## src/design/aec_pkg.sv

```systemverilog
package aec_pkg;

  // Luminance weights in Q0.8, they add up to 256
  localparam logic [6:0] W_RED   = 7'd77;
  localparam logic [7:0] W_GREEN = 8'd150;
  localparam logic [4:0] W_BLUE  = 5'd29;

  localparam logic [15:0] ONE_Q88       = 16'd256;
  localparam logic [15:0] HALF_DIVIDEND = 16'd32768;
  localparam logic [15:0] SAT_Q88       = 16'hFFFF;
  localparam logic [8:0]  WEIGHT_ONE    = 9'd256;

  localparam int HISTORY_DEPTH_DEF = 16;
  localparam int MAX_SAMPLES_DEF   = 4096;
  localparam int QUEUE_DEPTH       = 2;

  localparam logic [15:0] THRESHOLD_RST = 16'd26;
  localparam logic [8:0]  WEIGHT_RST    = 9'd230;
  localparam logic [15:0] EXP_MIN_RST   = 16'd26;
  localparam logic [15:0] EXP_MAX_RST   = 16'd2560;

  localparam int ADDR_W = 4;

  typedef enum logic [1:0] {
    REG_THRESHOLD = 2'd0,
    REG_WEIGHT    = 2'd1,
    REG_EXP_MIN   = 2'd2,
    REG_EXP_MAX   = 2'd3
  } reg_idx_t;

  typedef struct packed {
    logic [15:0] change_threshold;
    logic [8:0]  memory_weight;
    logic [15:0] exposure_min;
    logic [15:0] exposure_max;
  } cfg_t;

endpackage

```

## src/design/aec_ram.sv

```systemverilog
module aec_ram #(
  parameter int WIDTH = 16,
  parameter int DEPTH = 16,
  parameter int AW    = (DEPTH > 1) ? $clog2(DEPTH) : 1
) (
  input  logic             clk,
  input  logic             we,
  input  logic [AW-1:0]    waddr,
  input  logic [WIDTH-1:0] wdata,
  input  logic             re,
  input  logic [AW-1:0]    raddr,
  output logic [WIDTH-1:0] q
);

  logic [WIDTH-1:0] mem [DEPTH];

  always_ff @(posedge clk) begin
    if (we) begin
      mem[waddr] <= wdata;
    end
    if (re) begin
      q <= mem[raddr];
    end
  end

endmodule

```

## src/design/aec_fifo.sv

```systemverilog
module aec_fifo #(
  parameter int WIDTH = 32,
  parameter int DEPTH = 2,
  parameter int LW    = $clog2(DEPTH + 1)
) (
  input  logic             clk,
  input  logic             rst_n,
  input  logic             push,
  input  logic [WIDTH-1:0] din,
  input  logic             pop,
  output logic [WIDTH-1:0] dout,
  output logic             empty,
  output logic [LW-1:0]    level
);

  localparam int PW = (DEPTH > 1) ? $clog2(DEPTH) : 1;

  logic [WIDTH-1:0] mem_r [DEPTH];
  logic [PW-1:0]    wp_r, rp_r;
  logic [LW-1:0]    level_r;

  function automatic logic [PW-1:0] adv(input logic [PW-1:0] p);
    adv = (p == PW'(DEPTH - 1)) ? '0 : p + 1'b1;
  endfunction

  always_ff @(posedge clk) begin
    if (!rst_n) begin
      wp_r    <= '0;
      rp_r    <= '0;
      level_r <= '0;
    end else begin
      if (push) begin
        mem_r[wp_r] <= din;
        wp_r        <= adv(wp_r);
      end
      if (pop) begin
        rp_r <= adv(rp_r);
      end
      if (push && !pop) begin
        level_r <= level_r + 1'b1;
      end else if (pop && !push) begin
        level_r <= level_r - 1'b1;
      end
    end
  end

  assign dout  = mem_r[rp_r];
  assign empty = (level_r == '0);
  assign level = level_r;

`ifndef ASSERT_OFF
  a_no_overflow: assert property (@(posedge clk) disable iff (!rst_n)
    (push && !pop) |-> (level_r != LW'(DEPTH)))
    else $error("queue overflow");
  a_no_underflow: assert property (@(posedge clk) disable iff (!rst_n)
    pop |-> !empty)
    else $error("queue underflow");
`endif

endmodule

```

## src/design/aec_div.sv

```systemverilog
module aec_div #(
  parameter int DVD_W = 28,
  parameter int DVS_W = 16
) (
  input  logic             clk,
  input  logic             rst_n,
  input  logic             start,
  input  logic [DVD_W-1:0] dvd,
  input  logic [DVS_W-1:0] dvs,
  output logic             busy,
  output logic             done,
  output logic [DVD_W-1:0] quo
);

  localparam int CW = $clog2(DVD_W + 1);

  logic [DVS_W-1:0] rem_r, dvs_r;
  logic [DVD_W-1:0] quo_r;
  logic [CW-1:0]    cnt_r;
  logic             busy_r, done_r;
  logic [DVS_W:0]   trial;
  logic             fits;

  // one quotient bit per cycle, restoring
  assign trial = {rem_r, quo_r[DVD_W-1]};
  assign fits  = (trial >= {1'b0, dvs_r});

  always_ff @(posedge clk) begin
    if (!rst_n) begin
      busy_r <= 1'b0;
      done_r <= 1'b0;
      cnt_r  <= '0;
    end else begin
      done_r <= 1'b0;
      if (start) begin
        busy_r <= 1'b1;
        cnt_r  <= CW'(DVD_W);
        rem_r  <= '0;
        quo_r  <= dvd;
        dvs_r  <= dvs;
      end else if (busy_r) begin
        rem_r <= fits ? DVS_W'(trial - {1'b0, dvs_r}) : trial[DVS_W-1:0];
        quo_r <= {quo_r[DVD_W-2:0], fits};
        cnt_r <= cnt_r - 1'b1;
        if (cnt_r == CW'(1)) begin
          busy_r <= 1'b0;
          done_r <= 1'b1;
        end
      end
    end
  end

  assign busy = busy_r;
  assign done = done_r;
  assign quo  = quo_r;

`ifndef ASSERT_OFF
  a_no_restart: assert property (@(posedge clk) disable iff (!rst_n)
    start |-> !busy_r)
    else $error("divider restarted while busy");
`endif

endmodule

```

## src/design/aec_front.sv

```systemverilog
module aec_front #(
  parameter int MAX_SAMPLES = 4096,
  parameter int CNT_W       = 13,
  parameter int SUM_W       = 29,
  parameter int LW          = 2
) (
  input  logic                   clk,
  input  logic                   rst_n,
  input  logic                   in_valid,
  output logic                   in_ready,
  input  logic [15:0]            in_red,
  input  logic [15:0]            in_green,
  input  logic [15:0]            in_blue,
  input  logic                   in_last_sample,
  input  logic [LW-1:0]          q_level,
  output logic                   q_push,
  output logic [SUM_W+CNT_W-1:0] q_din
);

  import aec_pkg::*;

  logic [CNT_W-1:0] cnt_r, cnt_nxt;
  logic             s1_valid_r, s1_last_r, s1_take_r;
  logic [15:0]      s1_luma_r;
  logic [CNT_W-1:0] s1_cnt_r;
  logic [SUM_W-1:0] sum_r, sum_add;
  logic [24:0]      acc;
  logic             accept, take;
  logic [LW:0]      pending;

  assign acc = 25'(W_RED) * 25'(in_red) + 25'(W_GREEN) * 25'(in_green)
             + 25'(W_BLUE) * 25'(in_blue) + 25'd128;

  // count a frame end still in the luma stage as already queued
  assign pending  = {1'b0, q_level} + (LW+1)'(s1_valid_r && s1_last_r);
  assign in_ready = (pending < (LW+1)'(QUEUE_DEPTH));
  assign accept   = in_valid && in_ready;
  assign take     = (cnt_r < CNT_W'(MAX_SAMPLES));
  assign cnt_nxt  = take ? cnt_r + 1'b1 : cnt_r;

  assign sum_add = sum_r + (s1_take_r ? SUM_W'(s1_luma_r) : '0);
  assign q_push  = s1_valid_r && s1_last_r;
  assign q_din   = {sum_add, s1_cnt_r};

  always_ff @(posedge clk) begin
    if (!rst_n) begin
      cnt_r      <= '0;
      sum_r      <= '0;
      s1_valid_r <= 1'b0;
      s1_last_r  <= 1'b0;
    end else begin
      s1_valid_r <= accept;
      if (accept) begin
        s1_last_r <= in_last_sample;
        s1_take_r <= take;
        s1_luma_r <= acc[23:8];
        s1_cnt_r  <= cnt_nxt;
        cnt_r     <= in_last_sample ? '0 : cnt_nxt;
      end
      if (s1_valid_r) begin
        sum_r <= s1_last_r ? '0 : sum_add;
      end
    end
  end

endmodule

```

## src/design/aec_back.sv

```systemverilog
module aec_back #(
  parameter int HISTORY_DEPTH = 16,
  parameter int CNT_W         = 13,
  parameter int SUM_W         = 29
) (
  input  logic                   clk,
  input  logic                   rst_n,
  input  aec_pkg::cfg_t          cfg,
  input  logic                   q_empty,
  input  logic [SUM_W+CNT_W-1:0] q_dout,
  output logic                   q_pop,
  output logic                   out_valid,
  input  logic                   out_ready,
  output logic [15:0]            out_exposure,
  output logic [15:0]            out_average_luminance
);

  import aec_pkg::*;

  localparam int SW    = (HISTORY_DEPTH > 1) ? $clog2(HISTORY_DEPTH) : 1;
  localparam int HS_W  = 16 + $clog2(HISTORY_DEPTH + 1);
  localparam int DVD_W = SUM_W;
  localparam int DVS_W = (CNT_W > 16) ? CNT_W : 16;
  localparam int RL    = (HISTORY_DEPTH > 1) ? $clog2(HISTORY_DEPTH) : 0;
  localparam int RSH   = HS_W + RL;
  localparam int RW    = HS_W + 1;
  localparam int PW    = HS_W + RW;
  localparam longint RECIP_L = ((longint'(1) << RSH) + longint'(HISTORY_DEPTH - 1))
                               / longint'(HISTORY_DEPTH);
  localparam logic [RW-1:0] RECIP = RW'(RECIP_L);

  typedef enum logic [2:0] {
    S_IDLE, S_MEAN, S_TGT, S_HIST, S_AVG, S_MUL, S_BLEND
  } state_t;

  state_t             state_r;
  logic               cnt_zero_r;
  logic [15:0]        mean_r, target_r, cur_r, out_exp_r, out_avg_r, avg_r;
  logic               blend_r, out_valid_r;
  logic [24:0]        p1_r, p2_r;
  logic [SW-1:0]      slot_r;
  logic [HISTORY_DEPTH-1:0] hv_r;
  logic [HS_W-1:0]    hsum_r, hsum_new;
  logic               div_start_r, div_busy, div_done;
  logic [DVD_W-1:0]   div_dvd_r, div_quo;
  logic [DVS_W-1:0]   div_dvs_r;
  logic [15:0]        ram_q, old_val, quo16, diff, blended, lo_clamp, fin;
  logic [8:0]         w;
  logic [25:0]        bsum;
  logic [PW-1:0]      avg_prod;
  logic [SUM_W-1:0]   q_sum;
  logic [CNT_W-1:0]   q_cnt;

  assign q_sum = q_dout[SUM_W+CNT_W-1:CNT_W];
  assign q_cnt = q_dout[CNT_W-1:0];
  assign q_pop = (state_r == S_IDLE) && !q_empty;

  aec_div #(.DVD_W(DVD_W), .DVS_W(DVS_W)) u_div (
    .clk   (clk),
    .rst_n (rst_n),
    .start (div_start_r),
    .dvd   (div_dvd_r),
    .dvs   (div_dvs_r),
    .busy  (div_busy),
    .done  (div_done),
    .quo   (div_quo)
  );

  aec_ram #(.WIDTH(16), .DEPTH(HISTORY_DEPTH), .AW(SW)) u_hist (
    .clk   (clk),
    .we    (state_r == S_HIST),
    .waddr (slot_r),
    .wdata (target_r),
    .re    (q_pop),
    .raddr (slot_r),
    .q     (ram_q)
  );

  // ring average by reciprocal multiply, exact for any sum the ring can hold
  assign avg_prod = PW'(hsum_r) * PW'(RECIP);

  assign quo16    = (|div_quo[DVD_W-1:16]) ? SAT_Q88 : div_quo[15:0];
  assign old_val  = hv_r[slot_r] ? ram_q : ONE_Q88;
  assign hsum_new = hsum_r - HS_W'(old_val) + HS_W'(target_r);
  assign diff     = (cur_r > avg_r) ? cur_r - avg_r : avg_r - cur_r;
  assign w        = (cfg.memory_weight > WEIGHT_ONE) ? WEIGHT_ONE : cfg.memory_weight;
  assign bsum     = 26'(p1_r) + 26'(p2_r) + 26'd128;
  assign blended  = blend_r ? bsum[23:8] : cur_r;
  assign lo_clamp = (blended < cfg.exposure_min) ? cfg.exposure_min : blended;
  assign fin      = (lo_clamp > cfg.exposure_max) ? cfg.exposure_max : lo_clamp;

  always_ff @(posedge clk) begin
    if (!rst_n) begin
      state_r     <= S_IDLE;
      cur_r       <= ONE_Q88;
      slot_r      <= '0;
      hv_r        <= '0;
      hsum_r      <= HS_W'(256 * HISTORY_DEPTH);
      div_start_r <= 1'b0;
      out_valid_r <= 1'b0;
    end else begin
      div_start_r <= 1'b0;
      if (out_valid_r && out_ready) begin
        out_valid_r <= 1'b0;
      end
      unique case (state_r)
        S_IDLE: begin
          if (!q_empty) begin
            div_start_r <= 1'b1;
            div_dvd_r   <= DVD_W'(q_sum);
            div_dvs_r   <= DVS_W'(q_cnt);
            cnt_zero_r  <= (q_cnt == '0);
            state_r     <= S_MEAN;
          end
        end
        S_MEAN: begin
          if (div_done) begin
            mean_r <= cnt_zero_r ? '0 : quo16;
            if (cnt_zero_r || quo16 == '0) begin
              target_r <= SAT_Q88;
              state_r  <= S_HIST;
            end else begin
              div_start_r <= 1'b1;
              div_dvd_r   <= DVD_W'(HALF_DIVIDEND);
              div_dvs_r   <= DVS_W'(quo16);
              state_r     <= S_TGT;
            end
          end
        end
        S_TGT: begin
          if (div_done) begin
            target_r <= quo16;
            state_r  <= S_HIST;
          end
        end
        S_HIST: begin
          hsum_r       <= hsum_new;
          hv_r[slot_r] <= 1'b1;
          slot_r       <= (slot_r == SW'(HISTORY_DEPTH - 1)) ? '0 : slot_r + 1'b1;
          state_r      <= S_AVG;
        end
        S_AVG: begin
          avg_r   <= avg_prod[RSH +: 16];
          state_r <= S_MUL;
        end
        S_MUL: begin
          blend_r <= (diff > cfg.change_threshold);
          p1_r    <= 25'(w) * 25'(cur_r);
          p2_r    <= 25'(WEIGHT_ONE - w) * 25'(avg_r);
          state_r <= S_BLEND;
        end
        S_BLEND: begin
          // hold until the output register is free
          if (!out_valid_r || out_ready) begin
            cur_r       <= fin;
            out_exp_r   <= fin;
            out_avg_r   <= mean_r;
            out_valid_r <= 1'b1;
            state_r     <= S_IDLE;
          end
        end
        default: state_r <= S_IDLE;
      endcase
    end
  end

  assign out_valid             = out_valid_r;
  assign out_exposure          = out_exp_r;
  assign out_average_luminance = out_avg_r;

`ifndef ASSERT_OFF
  a_div_idle_when_waiting: assert property (@(posedge clk) disable iff (!rst_n)
    (state_r == S_IDLE || state_r == S_BLEND) |-> !div_busy)
    else $error("divider busy outside a divide step");
`endif

endmodule

```

## src/design/auto_exposure_controller_top.sv

```systemverilog
// A sample passes the registered luma stage into the frame queue; per frame the back
//   end then runs the shared bit-serial divider, W = 16 + clog2(MAX_SAMPLES+1) bits
//   wide (mean, then target); a zero mean skips the target.
// Throughput: one sample per cycle while fewer than two frame ends wait in the
//   queue and the luma stage; short frames stall the input until the back end frees one.
// Reset (rst_n, synchronous, active low): registers at defaults, history 1.0.
module auto_exposure_controller_top
  import aec_pkg::*;
#(
  parameter int HISTORY_DEPTH = HISTORY_DEPTH_DEF,
  parameter int MAX_SAMPLES   = MAX_SAMPLES_DEF
) (
  input  logic              clk,
  input  logic              rst_n,
  input  logic              in_valid,
  output logic              in_ready,
  input  logic [15:0]       in_red,
  input  logic [15:0]       in_green,
  input  logic [15:0]       in_blue,
  input  logic              in_last_sample,
  output logic              out_valid,
  input  logic              out_ready,
  output logic [15:0]       out_exposure,
  output logic [15:0]       out_average_luminance,
  input  logic              psel,
  input  logic              penable,
  input  logic              pwrite,
  input  logic [ADDR_W-1:0] paddr,
  input  logic [31:0]       pwdata,
  output logic [31:0]       prdata,
  output logic              pready
);

  localparam int CNT_W = $clog2(MAX_SAMPLES + 1);
  localparam int SUM_W = 16 + CNT_W;
  localparam int QW    = SUM_W + CNT_W;
  localparam int LW    = $clog2(QUEUE_DEPTH + 1);

  cfg_t          cfg_r;
  reg_idx_t      idx;
  logic          q_push, q_pop, q_empty;
  logic [QW-1:0] q_din, q_dout;
  logic [LW-1:0] q_level;

  assign pready = 1'b1;
  assign idx    = reg_idx_t'(paddr[ADDR_W-1:2]);

  always_ff @(posedge clk) begin
    if (!rst_n) begin
      cfg_r.change_threshold <= THRESHOLD_RST;
      cfg_r.memory_weight    <= WEIGHT_RST;
      cfg_r.exposure_min     <= EXP_MIN_RST;
      cfg_r.exposure_max     <= EXP_MAX_RST;
    end else if (psel && penable && pwrite) begin
      unique case (idx)
        REG_THRESHOLD: cfg_r.change_threshold <= pwdata[15:0];
        REG_WEIGHT:    cfg_r.memory_weight    <= pwdata[8:0];
        REG_EXP_MIN:   cfg_r.exposure_min     <= pwdata[15:0];
        REG_EXP_MAX:   cfg_r.exposure_max     <= pwdata[15:0];
        default: ;
      endcase
    end
  end

  always_comb begin
    unique case (idx)
      REG_THRESHOLD: prdata = 32'(cfg_r.change_threshold);
      REG_WEIGHT:    prdata = 32'(cfg_r.memory_weight);
      REG_EXP_MIN:   prdata = 32'(cfg_r.exposure_min);
      REG_EXP_MAX:   prdata = 32'(cfg_r.exposure_max);
      default:       prdata = '0;
    endcase
  end

  aec_front #(.MAX_SAMPLES(MAX_SAMPLES), .CNT_W(CNT_W), .SUM_W(SUM_W), .LW(LW)) u_front (
    .clk            (clk),
    .rst_n          (rst_n),
    .in_valid       (in_valid),
    .in_ready       (in_ready),
    .in_red         (in_red),
    .in_green       (in_green),
    .in_blue        (in_blue),
    .in_last_sample (in_last_sample),
    .q_level        (q_level),
    .q_push         (q_push),
    .q_din          (q_din)
  );

  aec_fifo #(.WIDTH(QW), .DEPTH(QUEUE_DEPTH), .LW(LW)) u_queue (
    .clk   (clk),
    .rst_n (rst_n),
    .push  (q_push),
    .din   (q_din),
    .pop   (q_pop),
    .dout  (q_dout),
    .empty (q_empty),
    .level (q_level)
  );

  aec_back #(.HISTORY_DEPTH(HISTORY_DEPTH), .CNT_W(CNT_W), .SUM_W(SUM_W)) u_back (
    .clk                   (clk),
    .rst_n                 (rst_n),
    .cfg                   (cfg_r),
    .q_empty               (q_empty),
    .q_dout                (q_dout),
    .q_pop                 (q_pop),
    .out_valid             (out_valid),
    .out_ready             (out_ready),
    .out_exposure          (out_exposure),
    .out_average_luminance (out_average_luminance)
  );

`ifndef ASSERT_OFF
  a_exp_below_max: assert property (@(posedge clk) disable iff (!rst_n)
    out_valid |-> (out_exposure <= cfg_r.exposure_max))
    else $error("exposure above upper clamp");
`endif

endmodule

```

## config.mk

```make
export PLATFORM = sky130hd
export DESIGN_NAME = auto_exposure_controller_top
export DESIGN_NICKNAME = d
export VERILOG_FILES = /design/src/design/aec_pkg.sv /design/src/design/aec_ram.sv /design/src/design/aec_fifo.sv /design/src/design/aec_div.sv /design/src/design/aec_front.sv /design/src/design/aec_back.sv /design/src/design/auto_exposure_controller_top.sv
export SDC_FILE = /design/constraint.sdc
export NUM_CORES = 2
export LEC_CHECK = 0
export BUFFER_PORTS_ARGS = -buffer_cell sky130_fd_sc_hd__buf_2
export CAP_MARGIN = 20
export CORE_MARGIN = 4
export CORE_UTILIZATION = 47
export DETAILED_ROUTE_END_ITERATION = 7
export PLACE_DENSITY = 0.65
export SLEW_MARGIN = 20
export SYNTH_ARGS = -nofsm -noshare
export SYNTH_HDL_FRONTEND = slang
export SYNTH_SLANG_ARGS = --single-unit
export TNS_END_PERCENT = 10
```

## constraint.sdc

```tcl
create_clock -name clk -period 8.3 [get_ports clk]
set_clock_uncertainty 0.1 [all_clocks]
set_input_delay 0.415 -clock clk [delete_from_list [all_inputs] [get_ports clk]]
set_output_delay 0.415 -clock clk [all_outputs]
set_load 0.05 [all_outputs]
```

======== Yosys cells after proc, flatten, opt, wreduce, memory -nomap -nowiden ========
Memories as Yosys holds them, arrays and structs flattened. A register that Yosys moved wholly into a read port is not among the register bits.
Index checks and enable logic that the tools add are counted.
word-level totals
  register bits ........................... 440
  bits in latches ......................... 0
  RAM bits ................................ 340
  bits in read-only memories .............. 0
  input port bits ......................... 92
  output and inout port bits .............. 67
  memories ................................ 2
operators by class
  add/sub/neg operators ................... 20
  multiply operators ...................... 5
  divide/modulo/power cells ............... 0
  order comparisons ....................... 10
  equality and inequality tests ........... 17
  shift-type cells ........................ 0
  multiplexer cells ....................... 63
  bitwise gates (word level) .............. 4
  reductions and logical operators ........ 43
memories
  name               depth  width  read ports  clocked after memory_dff  wr ports  RTL line        source
  u_back.u_hist.mem  16     16     1           1                         1         aec_ram.sv:15   logic [WIDTH-1:0] mem [DEPTH];
  u_queue.mem_r      2      42     1           1                         1         aec_fifo.sv:18  logic [WIDTH-1:0] mem_r [DEPTH];
operators with widths
  operator               count
  $mux 16                15
  $mux 29                6
  $pmux 32 s4            1
  $pmux 16 s2            2
  $pmux 29 s2            1
  $add 24x8->24 const B  2
  $gt 16x16->1           3
  $sub 16x16->16         3
  $mul 7x16->23 const A  2
  $add 29x29->29         1
  $mux 13                2
  $mul 25x16->24         1
  $add 23x24->24         1
  $add 24x21->24         1
  $add 24x24->24         1
  $mul 9x16->24          1
  $mux 1                 22
  $add 21x16->21         1
  $mul 5x16->21 const A  1
  $pmux 3 s7             1
  $sub 21x16->21         1
  $reduce_and 2->1       10
  $ge 17x16->1           1
  $logic_not 16->1       1
  other kinds (46)       81

======== Logic depth before layout (Yosys ltp) ========
  depth in word-level cells ............... 7
  depth in mapped cells ................... 34

======== Modules after synthesis ========
A second synthesis with hierarchy kept.
unflattened totals
  cell total of the unflattened synthesis .. 4811
  area, all modules ....................... 54210.7 um^2
modules (own cells, without submodules)
  module                        times used  cells an instance  area an instance (um^2)  sequential area each (um^2)
  aec_back                      1           2510               23520.1                  6476.2
  aec_front                     1           1129               10762.8                  1781.7
  aec_ram                       1           432                10202.3                  8167.8
  aec_div                       1           308                3716.1                   1971.9
  aec_fifo                      1           153                3243.1                   2622.5
  auto_exposure_controller_top  1           279                2766.4                   1141.1

======== Worst setup path before layout ========
Ideal clock, no wire load.
  kind .................................... input to register
  start point ............................. input in_green[4]
  end point ............................... register u_front.s1_luma_r[15] (data pin)
  library setup time ...................... 0.258 ns
  arrival time ............................ 7.587 ns
  required time ........................... 7.942 ns
  setup slack ............................. 0.355 ns
  cell stages on the path ................. 32
  path buffers ............................ 0
  path through ............................ ha_1 > ha_1 > inv_1 > fa_1 > fa_1 > inv_1 > ha_1 > or3_1 > nor2_1 > o21ai_0 > a41o_1 > a21o_1 > a21oi_1 > xor2_1 > fa_1 > inv_1 > fa_1 > inv_1 > fa_1 > inv_1 > fa_1 > ha_1 > ha_1 > a21o_1 > a21oi_1 > nor3b_1 > o311ai_0 > a31o_2 > o21a_1 > o21a_1 > nor2_1 > xnor2_1
between the ends
  cells in the longest elaborated chain, start to end .. 4
RTL lines
  element                    RTL line                            source
  start, declared            auto_exposure_controller_top.sv:18  input logic [15:0] in_green,
  $mul 7x16->23              aec_front.sv:31                     assign acc = 25'(W_RED) * 25'(in_red) + 25'(W_GREEN) * 25'(in_green)
  $add 23x24->24             aec_front.sv:31
  $add 24x21->24             aec_front.sv:32                     + 25'(W_BLUE) * 25'(in_blue) + 25'd128;
  $add 24x8->24              aec_front.sv:32
  named net u_front.acc[23]  aec_front.sv:27                     logic [24:0] acc;
  end signal, assigned       aec_front.sv:56                     s1_luma_r <= acc[23:8];
  end, declared              aec_front.sv:24                     logic [15:0] s1_luma_r;
The timed path passes the listed nets, and every way through them passes these cells.
A chain may end at the register's enable or synchronous reset.

======== Worst setup path after layout ========
  start point ............................. register cfg_r[33] (netlist bit)
  end point ............................... register u_back.p2_r[23] (data pin)
between the ends
  cells in the longest elaborated chain, start to end .. 4
RTL lines
  element               RTL line                            source
  start, declared       auto_exposure_controller_top.sv:39  cfg_t cfg_r;
  $gt 9x9->1            aec_back.sv:86                      assign w = (cfg.memory_weight > WEIGHT_ONE) ? WEIGHT_ONE : cfg.memory_weight;
  $mux 9 (*)            aec_back.sv:86
  $sub 9x9->10 (*)      aec_back.sv:149                     p2_r <= 25'(WEIGHT_ONE - w) * 25'(avg_r);
  $mul 25x16->24 (*)    aec_back.sv:149
  end signal, assigned  aec_back.sv:149
  end, declared         aec_back.sv:40                      logic [24:0] p1_r, p2_r;
Mark *: on every way between the ends. The rest lies on a longest branch, timed or not.

==> results.yml <==
run_status:
  status: "finished, final reports clean"
die:
  initial_utilization_pct: 47.4
  die_area_sq_um: 121000
  floorplan.die.height_microns: 348
  boundaryPins: 159
  placeableCoreArea_sq_um: 115000
  number_of_cell_rows: 124
  die_width_microns: 348
timing:
  relSlewSlack_pct: 22.5
  hold_slack_ns: 0.158
  fin_setup_tns_ns: 0
  worst_slew_pin_slew_ns: 1.16
  final-hold-violation-count: 0
  post-route-period-util_pct: 94.5
  rsz_0062_raised_after_global_routing: "no"
  final.min_clock_period_ns: 7.85
  finalMaxSlewViolations: 0
  achievable-frequency_mhz: 127
  setup_violations: 0
clock_network:
  clock_latency_on_the_worst_skew_pair_ns: 0.67
  cts_buffers: 83
  clkTransAtPathRegs_ns: 0.06
  clock-root-buffer: "clkbuf_16"
  cts_setup_buffers: 0
  tritoncts: "done"
  htreeDepth: 3
  clock-sinks: 796
  cts_buffer_depth: 3
route:
  drc_errors: 0
  drt-vias-per-instance: 5.38
  antenna_viol_nets_final: 0
  num_vias: 35600
  totalWireLength_microns: 129000
  routedWlPerCell_microns: 19.5
  initialDrtViolationCount: 2622
  firstDrtPassIters: 6
worst_setup_path:
  critical_path_required_ns: 8.69
  cp_data_arrival_time_ns: 8.24
  worst-path-max-fanout: 4
  setup.worst_path.class: "reg2reg"
  critPathLaunchType: "register"
  endpoint_kind: "register"
logic_synthesis:
  yosys.cell_types.count: 87
  synth_seq_area_share_pct: 40.8
  synth-async-reset-ratio_pct: 0
  number_of_cells_produced_by_synthesis: 4841
  yosysWarningCount: 0
  mappedNetlistArea_sq_um: 54300
  avgSynthCellArea_sq_um: 11.2
  post_synth_edffs: 622
  dominantRegCellSynth: "edfxtp_1"
  number_of_synthesized_register_bits: 796
pwr:
  powerDensity_nw_per_um2: 316
  leakage_uw: 0.0259
  power.ir.vdd_worst_mv: 0.551
  total_power_consumption_of_the_routed_design_uw: 19000
cells_and_area:
  area_growth_syn_to_layout_pct: 10.8
  nets: 5969
  layout_cells_sized_above_1_pct: 11.3
  final-instance-count-excl-fill: 6620
  layout_common_cells: "inv_1, edfxtp_1, ha_1"
  final_common_cell: "inv_1"
  utilization_pct: 52.5
global_route:
  overflow: 0
  grt_antenna_before_repair: 20
  grt_first_pass_wirelength_microns: 203000
  grtUsageTotal_pct: 21.4
  grt_start_max_net_pins: 73
  via_count_of_the_first_global_routing_pass: 35700
placement:
  gp_congestion: 0.877
  hpwl_microns: 95500
  placed_cells: 6438
  io_buffers: 123
hold_path:
  hp-class: "in2reg"
run:
  max_cap_violations: 0
report_power, final:
part	total [uW]	internal, uW	leakage, uW	switching [uW]
clock	3870	2240	0.00139	1630
sequential	5300	5170	0.00774	129
combinational	9830	4610	0.0167	5220
metal layers:
| metal | GRT usage, % | routed length, microns | vias up |
|---|---|---|---|
| li1 | - | - | 16800 |
| met2 | 34.0 | 59300 | 1130 |
| met5 | 0 | 104 | - |
| met3 | 4.42 | 9680 | 230 |
| met1 | 29.8 | 56200 | 17400 |
| met4 | 6.22 | 3600 | 18 |
cells in the mapped netlist, drive strengths merged (52+ instances only):
cell type  count  area [sq um]
fa           403          8070
nor3          64           320
a21o          65           488
nor2         348          1310
nor2b         52           325
clkbuf       140           526
xnor2        132          1160
nand3         53           265
edfxtp       622         18700
mux2          52           593
mux2i         56           561
o21ai         94           470
and2         124           776
xor2          55           482
a21oi        216          1080
inv          732          2750
ha           445          5570
mux4          94          2120
dfxtp        174          3480
o21a          52           390
nand2        410          1540
final cells by class:
| type | instances | area [sq um] |
|---|---|---|
| antenna | 8 | 20.0 |
| clock buffer | 109 | 2310 |
| clock inverter | 47 | 572 |
| fill | 9962 | 54400 |
| inverter | 736 | 2770 |
| multi-input combinational | 3175 | 28900 |
| sequential | 796 | 22200 |
| tap | 1512 | 1890 |
| timing repair buffer | 237 | 1520 |
what timing repair did:
item | in CTS | in global routing
resized for setup | 0 | 1
setup endpoints to repair | 0 | 1
hold buffers | 18 | 0
hold endpoints to repair | 60 | 0
worst max-delay path, stage by stage (launching register included):
cell and delay [ns]:
dfxtp_1 0.34, nor2b_1 0.36, inv_1 0.14, ha_1 0.28
nor4b_2 0.19, a31oi_1 0.18, o21ai_1 0.21, and2_1 0.25
fa_1 0.53, inv_1 0.06, fa_1 0.52, inv_1 0.04
ha_1 0.20, fa_1 0.50, fa_1 0.56, fa_1 0.43
ha_1 0.23, or3_1 0.42, a2111o_1 0.45, o211ai_1 0.19
a21oi_1 0.20, o2111ai_1 0.22, nand3_1 0.14, or4_1 0.46
a2111o_1 0.38, o211ai_1 0.09
cells by family after synthesis:
logic type	after synthesis	synth area share, %
buffers and inverters	922	6.54
adders and majority gates	848	25.1
other	2	0.0138
muxes	202	6.03
and+or+nand+nor	1234	10.6
DFF	796	40.8
AOI/OAI and AO/OA	650	7.82
xor gates and xnor gates	187	3.02
per-stage QoR:
| stage | area (sq um) | setup slack [ns] |
|---|---|---|
| floorplan | 54500 | 0.355 |
| global placement | 57000 | -0.0913 |
| detailed placement | 57000 | -0.231 |
| CTS | 60100 | 0.458 |
| global route | 60100 | 0.0377 |
| finish | 60100 | 0.454 |
sequential cells by signal (all words and copies together) (netlist names), 20 cells and up, named ones only:
register,count
cfg_r,57
u_back.div_dvd_r,29
u_back.hsum_r,20
u_back.p1_r,24
u_back.p2_r,24
u_back.u_div.quo,29
u_back.u_hist.mem,256
u_front.sum_r,29
u_queue.mem_r,84
worst paths after layout:
| check | from | to | slack (ns) | depth (start not counted) |
|---|---|---|---|---|
| max reg2reg | cfg_r[33] | u_back.p2_r[23] | 0.45 | 25 |
| min | penable | cfg_r[25] | 0.16 | 5 |
| max | cfg_r[33] | u_back.p2_r[23] | 0.45 | 25 |
| min reg2reg | u_back.mean_r[8] | u_back.out_average_luminance[8] | 0.32 | 0 |
Power figures use the tool's default switching activity.
